## src/rtl/key_debounce_wheel_events_defines.svh

```systemverilog
// Assertion macros for the key debounce and wheel event RTL.
// Depends on nothing; files that assert include it and provide clk and rst_n.
`ifndef KEY_DEBOUNCE_WHEEL_EVENTS_DEFINES_SVH
`define KEY_DEBOUNCE_WHEEL_EVENTS_DEFINES_SVH

// The condition must hold in the same cycle as the trigger.
`define KDW_ASSERT_NOW(label, trig, cond, msg) \
  label: assert property (@(posedge clk) disable iff (!rst_n) (trig) |-> (cond)) \
    else $error(msg);

// The condition must hold in the cycle after the trigger.
`define KDW_ASSERT_NEXT(label, trig, cond, msg) \
  label: assert property (@(posedge clk) disable iff (!rst_n) (trig) |=> (cond)) \
    else $error(msg);

`endif

```

## src/rtl/kdw_pkg.sv

```systemverilog
// Shared types and constants of the key debounce and wheel event block.
// Depends on nothing; both RTL modules of the block import it.
package kdw_pkg;

  // Sizing of the debouncer and the wheel step logic.
  localparam int NUM_KEYS    = 18;
  localparam int COUNT_WIDTH = 8;
  localparam int WHEEL_LIMIT = 5;

  // Fixed field widths of the channels.
  localparam int KEY_FIELD_W = 18;
  localparam int WHEEL_W     = 16;
  localparam int CONFIRM_W   = 8;
  localparam int CMP_W       = (COUNT_WIDTH > CONFIRM_W) ? COUNT_WIDTH : CONFIRM_W;

  // Configuration port.
  localparam int CFG_ADDR_W = 1;
  localparam int CFG_DATA_W = 8;

  typedef enum logic [CFG_ADDR_W-1:0] {
    CFG_CONFIRM_COUNT = 1'b0,
    CFG_EVENT_ENABLE  = 1'b1
  } cfg_reg_e;

  localparam logic [CONFIRM_W-1:0] CONFIRM_RESET = 8'd3;

  typedef logic [COUNT_WIDTH-1:0] count_t;

  // One input request: raw key bits and the wheel movement of a frame.
  typedef struct packed {
    logic [KEY_FIELD_W-1:0]    key_bits;
    logic signed [WHEEL_W-1:0] wheel_delta;
  } in_t;

  // One result: debounced state, edges and gated events.
  typedef struct packed {
    logic [KEY_FIELD_W-1:0] pressed_state;
    logic [KEY_FIELD_W-1:0] press_edges;
    logic [KEY_FIELD_W-1:0] release_edges;
    logic [KEY_FIELD_W-1:0] press_events;
    logic                   wheel_up_event;
    logic                   wheel_down_event;
  } out_t;

  // Status of one key lane after the current frame.
  typedef struct packed {
    logic pressed;
    logic press_edge;
    logic release_edge;
  } lane_status_t;

endpackage

```

## src/rtl/kdw_key_lane.sv

```systemverilog
// Debounce lane for one key: up/down hold counter and pressed flag.
// Depends on kdw_pkg for the counter type and the lane status struct.
module kdw_key_lane (
  input  logic                  clk,
  input  logic                  rst_n,
  input  logic                  en,
  input  logic                  held,
  input  kdw_pkg::count_t       confirm,
  output kdw_pkg::lane_status_t status
);
  import kdw_pkg::*;

  count_t             count_r, count_nxt;
  logic               pressed_r, pressed_nxt;
  logic [COUNT_WIDTH:0] count_inc;

  // Count up toward the confirm count while held, down toward zero while released.
  always_comb begin
    count_inc   = {1'b0, count_r} + {{COUNT_WIDTH{1'b0}}, 1'b1};
    count_nxt   = count_r;
    pressed_nxt = pressed_r;
    status      = '0;
    if (held) begin
      if (count_inc >= {1'b0, confirm}) begin
        count_nxt   = confirm;
        pressed_nxt = 1'b1;
        status.press_edge = !pressed_r;
      end else begin
        count_nxt = count_inc[COUNT_WIDTH-1:0];
      end
    end else begin
      if (count_r == '0) begin
        pressed_nxt = 1'b0;
        status.release_edge = pressed_r;
      end else begin
        count_nxt = count_r - count_t'(1);
      end
    end
    status.pressed = pressed_nxt;
  end

  // Lane state advances only when a frame is processed.
  always_ff @(posedge clk) begin
    if (!rst_n) begin
      count_r   <= '0;
      pressed_r <= 1'b0;
    end else if (en) begin
      count_r   <= count_nxt;
      pressed_r <= pressed_nxt;
    end
  end

endmodule

```

## src/rtl/key_debounce_wheel_events.sv

```systemverilog
// Top level of the key debouncer with wheel event generation.
// Depends on kdw_pkg, kdw_key_lane and key_debounce_wheel_events_defines.svh.
//
// Usage: each input request on in_data is one remote-control frame (raw key
// bits and a signed wheel delta). in_valid/in_stall and out_valid/out_stall
// form the two channels; a request moves when valid is high and stall is low.
// Configuration (confirm count, event enable) is written on cfg_valid/cfg_ready
// with cfg_addr selecting the register; cfg_ready is always high, and writes
// are expected only while the block is idle.
// Flow: a frame taken is registered in the input register, and its result is
// then registered on out_data in the result register, where out_valid rises.
// Throughput: one frame per cycle while not stalled. All key lanes and the wheel
// step update in parallel in a single stage between the input and result registers.
// When the receiver stalls, the result register holds; the input register still
// takes one more frame, after which in_stall follows out_stall.
// Reset (synchronous, rst_n low) clears all hold counters, pressed flags and
// the wheel accumulator, sets confirm count to 3 and disables events.
`include "key_debounce_wheel_events_defines.svh"

module key_debounce_wheel_events (
  input  logic                                 clk,
  input  logic                                 rst_n,
  input  logic                                 in_valid,
  output logic                                 in_stall,
  input  kdw_pkg::in_t                         in_data,
  output logic                                 out_valid,
  input  logic                                 out_stall,
  output kdw_pkg::out_t                        out_data,
  input  logic                                 cfg_valid,
  output logic                                 cfg_ready,
  input  logic [kdw_pkg::CFG_ADDR_W-1:0]       cfg_addr,
  input  logic [kdw_pkg::CFG_DATA_W-1:0]       cfg_data
);
  import kdw_pkg::*;

  localparam logic signed [WHEEL_W-1:0] LIMIT_POS = WHEEL_W'(WHEEL_LIMIT);
  localparam logic signed [WHEEL_W-1:0] LIMIT_NEG = -WHEEL_W'(WHEEL_LIMIT);
  localparam logic signed [WHEEL_W:0]   SAT_MAX   = {2'b00, {(WHEEL_W-1){1'b1}}};
  localparam logic signed [WHEEL_W:0]   SAT_MIN   = {2'b11, {(WHEEL_W-1){1'b0}}};
  localparam logic [CMP_W-1:0]          COUNT_MAX_EXT = CMP_W'({COUNT_WIDTH{1'b1}});

  // Configuration registers.
  logic [CONFIRM_W-1:0] confirm_count_r, confirm_count_nxt;
  logic                 event_enable_r, event_enable_nxt;

  // Pipeline registers.
  logic                 s1_valid_r, s1_valid_nxt;
  in_t                  s1_data_r;
  logic                 out_valid_r, out_valid_nxt;
  out_t                 out_r, out_nxt;

  // Wheel accumulator.
  logic signed [WHEEL_W-1:0] wheel_acc_r, wheel_acc_nxt;

  logic                 in_accept;
  logic                 advance;
  count_t               confirm;
  logic [CMP_W-1:0]     confirm_ext;
  logic [NUM_KEYS-1:0]  held;
  lane_status_t         lane_status [NUM_KEYS];
  logic [KEY_FIELD_W-1:0] state_vec, pedge_vec, redge_vec;
  logic signed [WHEEL_W:0]   wheel_sum;
  logic signed [WHEEL_W-1:0] wheel_sat;
  logic                 wheel_up, wheel_down;

  // Handshake: the stage advances when the result register is free or drained.
  assign advance   = s1_valid_r && (!out_valid_r || !out_stall);
  assign in_stall  = s1_valid_r && !advance;
  assign in_accept = in_valid && !in_stall;
  assign out_valid = out_valid_r;
  assign out_data  = out_r;
  assign cfg_ready = 1'b1;

  // Configuration register decode.
  always_comb begin
    confirm_count_nxt = confirm_count_r;
    event_enable_nxt  = event_enable_r;
    if (cfg_valid) begin
      unique case (cfg_reg_e'(cfg_addr))
        CFG_CONFIRM_COUNT: confirm_count_nxt = cfg_data[CONFIRM_W-1:0];
        CFG_EVENT_ENABLE:  event_enable_nxt  = cfg_data[0];
        default: ;
      endcase
    end
  end

  // Saturate the confirm count to the counter range.
  always_comb begin
    confirm_ext = CMP_W'(confirm_count_r);
    if (confirm_ext > COUNT_MAX_EXT) begin
      confirm = '1;
    end else begin
      confirm = confirm_ext[COUNT_WIDTH-1:0];
    end
  end

  // One debounce lane per key; keys past the field width see a released bit.
  for (genvar k = 0; k < NUM_KEYS; k++) begin : g_lane
    if (k < KEY_FIELD_W) begin : g_held
      assign held[k] = s1_data_r.key_bits[k];
    end else begin : g_idle
      assign held[k] = 1'b0;
    end
    kdw_key_lane u_lane (
      .clk    (clk),
      .rst_n  (rst_n),
      .en     (advance),
      .held   (held[k]),
      .confirm(confirm),
      .status (lane_status[k])
    );
  end

  // Gather lane status into the result fields.
  for (genvar b = 0; b < KEY_FIELD_W; b++) begin : g_bit
    if (b < NUM_KEYS) begin : g_used
      assign state_vec[b] = lane_status[b].pressed;
      assign pedge_vec[b] = lane_status[b].press_edge;
      assign redge_vec[b] = lane_status[b].release_edge;
    end else begin : g_unused
      assign state_vec[b] = 1'b0;
      assign pedge_vec[b] = 1'b0;
      assign redge_vec[b] = 1'b0;
    end
  end

  // Wheel: saturating add, clamp to the limit, then one step toward zero.
  always_comb begin
    wheel_sum = {wheel_acc_r[WHEEL_W-1], wheel_acc_r}
              + {s1_data_r.wheel_delta[WHEEL_W-1], s1_data_r.wheel_delta};
    if (wheel_sum > SAT_MAX) begin
      wheel_sat = SAT_MAX[WHEEL_W-1:0];
    end else if (wheel_sum < SAT_MIN) begin
      wheel_sat = SAT_MIN[WHEEL_W-1:0];
    end else begin
      wheel_sat = wheel_sum[WHEEL_W-1:0];
    end
    wheel_up      = 1'b0;
    wheel_down    = 1'b0;
    wheel_acc_nxt = wheel_sat;
    if (wheel_sat > 0) begin
      wheel_up      = 1'b1;
      wheel_acc_nxt = ((wheel_sat > LIMIT_POS) ? LIMIT_POS : wheel_sat) - WHEEL_W'(1);
    end else if (wheel_sat < 0) begin
      wheel_down    = 1'b1;
      wheel_acc_nxt = ((wheel_sat < LIMIT_NEG) ? LIMIT_NEG : wheel_sat) + WHEEL_W'(1);
    end
  end

  // Result assembly with event gating.
  always_comb begin
    out_nxt                  = out_r;
    if (advance) begin
      out_nxt.pressed_state    = state_vec;
      out_nxt.press_edges      = pedge_vec;
      out_nxt.release_edges    = redge_vec;
      out_nxt.press_events     = event_enable_r ? pedge_vec : '0;
      out_nxt.wheel_up_event   = wheel_up && event_enable_r;
      out_nxt.wheel_down_event = wheel_down && event_enable_r;
    end
  end

  // Valid flags of the two stages.
  always_comb begin
    if (in_accept) begin
      s1_valid_nxt = 1'b1;
    end else if (advance) begin
      s1_valid_nxt = 1'b0;
    end else begin
      s1_valid_nxt = s1_valid_r;
    end
    out_valid_nxt = advance || (out_valid_r && out_stall);
  end

  // Control and state registers.
  always_ff @(posedge clk) begin
    if (!rst_n) begin
      confirm_count_r <= CONFIRM_RESET;
      event_enable_r  <= 1'b0;
      s1_valid_r      <= 1'b0;
      out_valid_r     <= 1'b0;
      wheel_acc_r     <= '0;
    end else begin
      confirm_count_r <= confirm_count_nxt;
      event_enable_r  <= event_enable_nxt;
      s1_valid_r      <= s1_valid_nxt;
      out_valid_r     <= out_valid_nxt;
      if (advance) begin
        wheel_acc_r <= wheel_acc_nxt;
      end
    end
  end

  // Payload registers.
  always_ff @(posedge clk) begin
    if (in_accept) begin
      s1_data_r <= in_data;
    end
    out_r <= out_nxt;
  end

  // A key cannot both press and release in the same frame.
  `KDW_ASSERT_NOW(a_edge_excl, out_valid_r, (out_r.press_edges & out_r.release_edges) == '0, "press and release edge on the same key")
  // Edges agree with the debounced state they produced.
  `KDW_ASSERT_NOW(a_edge_state, out_valid_r, ((out_r.press_edges & ~out_r.pressed_state) == '0) && ((out_r.release_edges & out_r.pressed_state) == '0), "edge disagrees with pressed state")
  // The wheel never steps both ways at once.
  `KDW_ASSERT_NOW(a_wheel_excl, out_valid_r, !(out_r.wheel_up_event && out_r.wheel_down_event), "wheel up and down in one frame")
  // Between frames the accumulator stays strictly inside the limit.
  `KDW_ASSERT_NOW(a_wheel_range, 1'b1, (wheel_acc_r < LIMIT_POS) && (wheel_acc_r > LIMIT_NEG), "wheel accumulator out of range")
  // A frame waiting behind a stalled result is not dropped.
  `KDW_ASSERT_NEXT(a_hold_frame, s1_valid_r && out_valid_r && out_stall, s1_valid_r, "waiting frame lost under stall")

endmodule
```

## config.mk

```make
export PLATFORM = sky130hd
export DESIGN_NAME = key_debounce_wheel_events
export DESIGN_NICKNAME = d
export VERILOG_FILES = /design/src/rtl/kdw_pkg.sv /design/src/rtl/kdw_key_lane.sv /design/src/rtl/key_debounce_wheel_events.sv
export VERILOG_INCLUDE_DIRS = /design/src /design/src/rtl
export SDC_FILE = /design/constraint.sdc
export NUM_CORES = 1
export LEC_CHECK = 0
export CAP_MARGIN = 20
export CORE_MARGIN = 2
export CORE_UTILIZATION = 60
export CTS_BUF_LIST = sky130_fd_sc_hd__clkbuf_4 sky130_fd_sc_hd__clkbuf_8
export CTS_CLUSTER_DIAMETER = 60
export DETAILED_ROUTE_END_ITERATION = 12
export DONT_BUFFER_PORTS = 1
export GPL_ROUTABILITY_DRIVEN = 0
export PLACE_DENSITY = 0.79
export SLEW_MARGIN = 10
export SYNTH_ARGS = -nofsm -noshare
export SYNTH_HDL_FRONTEND = slang
export SYNTH_SLANG_ARGS = --single-unit
```

## constraint.sdc

```tcl
create_clock -name clk -period 5.1 [get_ports clk]
set_input_delay 0.255 -clock clk [delete_from_list [all_inputs] [get_ports clk]]
set_output_delay 0.255 -clock clk [all_outputs]
set_load 0.01 [all_outputs]
```

==> impl_metrics.json <==
{
  "yosys.area.top_type": "dfxtp_1",
  "n_antenna_cell": 0,
  "fin_crit_sh": 0.9583,
  "drt_first_pass_iters": 6,
  "drt_iter0_markers": 1554,
  "ys_top_cells_by_area": "dfxtp_1 (17%), edfxtp_1 (15%), ha_1 (12%)",
  "powerDensity_nw_per_um2": 344.3,
  "leakage_nw": 9.689,
  "synth_top_area_share": 0.1716,
  "grt_antenna_before_repair": 0,
  "io_pins": 125,
  "ys_seq_area_frac": 0.3187,
  "crit_path_max_incr_delay_ns": 0.69,
  "clk_pin_slew_worst_paths_ns": 0.06,
  "die_h_um": 195.7,
  "synthToLayoutAreaGrowth_pct": 10.01,
  "regArea_um2": 7027,
  "worst-setup-path-type": "flop to flop",
  "fillers": 2969,
  "setup_ws_ns": 0.2124,
  "cts.sinks": 297,
  "detail_route.wl_per_cell_um": 18.65,
  "period_needed_ns": 4.888,
  "path_delay_family": "compound AO/OA/AOI/OAI gates",
  "port_buffers": 0,
  "timing.rr.start": "s1_data_r[8]$_DFFE_PP_",
  "crit_path_top_delay_cell": "or4_1",
  "synth_cell_types": 92,
  "fin_cells": 3251,
  "start_util": 0.6051,
  "finalHoldViolCount": 0,
  "numCtsBuffers": 52,
  "path_depth": 16,
  "dp_hpwl_mm": 39.95,
  "cts_root_buf": "clkbuf_8",
  "routed_wl_mm": 60.62,
  "synth_common_cells": "o21ai_0 (267), nand2_1 (264), nor2_1 (263)",
  "cp-start-kind": "flop",
  "slew_headroom": 0.2055,
  "critPathCaptureType": "flop",
  "power.internal_mw": 5.298,
  "preCtsSetupSlack_ns": -0.03132,
  "fp.dieW_um": 195.7,
  "synth_edf_count": 108,
  "finalSetupTns_ns": 0,
  "crit_start": "s1_data_r[8]$_DFFE_PP_",
  "nets": 3008,
  "timing.critical_path.mode_cell": "ha_1",
  "clk_path_buf_depth": 3,
  "grtUsageTotal": 0.3096,
  "worst_pin_slew_ns": 1.190,
  "dp.cells": 3098,
  "crit_end": "wheel_acc_r[8]$_SDFFE_PN0P_",
  "crit_arrival_ns": 5.47,
  "final_core_util": 0.6656,
  "async_flop_share": 0,
  "first_global_vias": 19980,
  "ant_nets": 0,
  "core_region_area_um2": 36430,
  "grt_pass1_wl_mm": 97.87,
  "synthFlopType": "dfxtp_1",
  "synth_most_common_cell": "o21ai_0",
  "status": "finished clean",
  "p_clk_frac": 0.292,
  "synth_area_um2": 22050,
  "switching_power_mw": 3.052,
  "yosys_warnings": 0,
  "holdCritPathClass": "primary input to flop",
  "vdd_drop_max_uv": 294.0,
  "overflow": 0,
  "drc": 0,
  "vias": 20940,
  "crit_fanout": 8,
  "switching_share": 0.3655,
  "maxCapViolations": 0,
  "vias_per_cell": 6.441,
  "rows": 70,
  "cp.required_ns": 5.68,
  "p_seq_frac": 0.362,
  "final_cell_area_um2": 24250,
  "clock_latency_ns": 0.64,
  "reg2reg_slack_ns": 0.21,
  "ys_ff_latch": 297,
  "syn_area_per_cell_um2": 8.081,
  "layout-drive-gt1-share": 0.07294,
  "multi_input_area_um2": 14190,
  "synth_nets": 2994,
  "grt_start_max_net_pins": 91,
  "slew_violations": 0,
  "rr_endpoint": "wheel_acc_r[8]$_SDFFE_PN0P_",
  "dieArea_um2": 38290,
  "combinationalPowerShare": 0.347,
  "fmax_mhz": 204.6,
  "path_buf_inv": 2,
  "clock_skew_ns": 0.02037,
  "setup_viol": 0,
  "htreeDepth": 2,
  "syn_inst": 2728,
  "worst-r2r-cell-count": 16,
  "placed_area_um2": 22490,
  "cts_tree": "built",
  "crit_chain": "ha_1 -> buf_4 -> a21oi_2 -> o21ai_2 -> or3_1 -> o211ai_1 -> o2111ai_1 -> or4_1 -> o21bai_1 -> a22oi_1 -> ha_1 -> inv_1 -> o41a_1 -> o31a_1 -> a211oi_1 -> a31o_1"
}
==> metrics by stage <==
| stage | hold slack, ns | power [mW] |
|---|---|---|
| 2_1_floorplan | 0.3539 | 5.160 |
| 3_3_place_gp | 0.3539 | 5.704 |
| 3_5_place_dp | 0.3539 | 5.823 |
| 4_1_cts | 0.000008882 | 8.325 |
| 5_1_grt | 0.05325 | 8.845 |
| 6_report | 0.05301 | 8.350 |
==> worst register-to-register path, delay by kind of cell, from the launching register on <==
family | cells | cell delay (ns)
AND/OR/NAND/NOR | 2 | 1.02
buffers and inverters | 2 | 0.25
adder cells (fa/ha/maj) | 2 | 0.56
flip-flops | 1 | 0.37
AO/OA/AOI/OAI | 10 | 2.64
==> power groups by stage <==
stage	Sequential, mW	Clock [mW]	Combinational (mW)
floorplan	2.90	0	2.26
global placement	3.05	0	2.66
detailed placement	3.06	0	2.77
CTS	3.01	2.49	2.83
global route	3.05	2.57	3.22
finish	3.02	2.44	2.89
==> cells in the final DEF, fill, tap and decap left out, types with 13 or more instances in the layout <==
cell type	netlist	layout
buf_4	1	53
and3_1	55	55
o22ai_1	43	43
a211oi_1	22	22
ha_1	217	214
a31oi_1	37	37
clkbuf_4	0	14
dlygate4sd3_1	0	52
nand4_1	17	17
nand2_1	264	263
xor2_1	34	34
nor2_1	263	262
nor3_1	90	90
nand3_1	142	142
mux2i_1	46	46
mux2_2	18	18
edfxtp_1	108	108
clkbuf_8	0	55
or3_1	29	29
o31a_1	13	13
inv_1	81	80
a21oi_1	214	214
o211ai_1	14	14
dfxtp_1	189	189
o21a_1	17	17
o41a_1	13	13
o21ai_0	267	267
nand2b_1	62	61
a21o_1	35	35
and2_1	18	18
xnor2_1	98	98
==> metal layers <==
layer,track usage,wire (um),up-vias
met5,0,0,-
met4,0.1535,2911,0
met3,0.05604,5119,235
met2,0.5173,27950,959
met1,0.3866,24630,9747
li1,-,-,9999
==> registers in the layout, summed over array words and instances (netlist names) <==
name / count
held: 18
g_lane.u_lane.count_r: 144
out_data: 74
s1_valid_r: 1
g_lane.u_lane.pressed_r: 18
event_enable_r: 1
out_valid: 1
confirm_count_r: 8
wheel_acc_r: 16
s1_data_r: 16
==> timing repair <==
action | 4_1_cts | 5_1_grt
pin swaps | 1 | 7
buffers inserted | 0 | 5
endpoints found under the setup margin | 4 | 6
resized for setup | 1 | 9
hold endpoints to repair | 132 | 0
hold buffers | 53 | 0
==> cell families after synthesis <==
| logic type | share of synthesized area |
|---|---|
| AND/OR/NAND/NOR | 0.2138 |
| buffers and inverters | 0.04052 |
| multiplexers | 0.03059 |
| adder cells (fa/ha/maj) | 0.1245 |
| AO/OA/AOI/OAI | 0.2185 |
| XOR/XNOR | 0.05318 |
| flip-flops | 0.3187 |
| other | 0.0001701 |
==> worst min path at each step <==
stage,cells after the start,startpoint,endpoint
CTS,3,cfg_addr,confirm_count_r[6]$_SDFFE_PN0P_
global route,2,rst_n,confirm_count_r[0]$_SDFFE_PN1P_
finish,3,out_stall,s1_valid_r$_SDFFE_PN0P_
global placement,0,in_data[19],held[3]$_DFFE_PP_
floorplan,0,in_data[16],held[0]$_DFFE_PP_
detailed placement,0,in_data[21],held[5]$_DFFE_PP_
==> area by class of cell <==
cell class | count | share of cell area
clock inverter | 26 | 0.01109
inverter | 86 | 0.01357
sequential | 297 | 0.2897
clock buffer | 69 | 0.03555
timing repair buffer | 108 | 0.04065
multi-input combinational | 2197 | 0.5853
tap | 468 | 0.02414
Power figures use the tool's default switching activity.
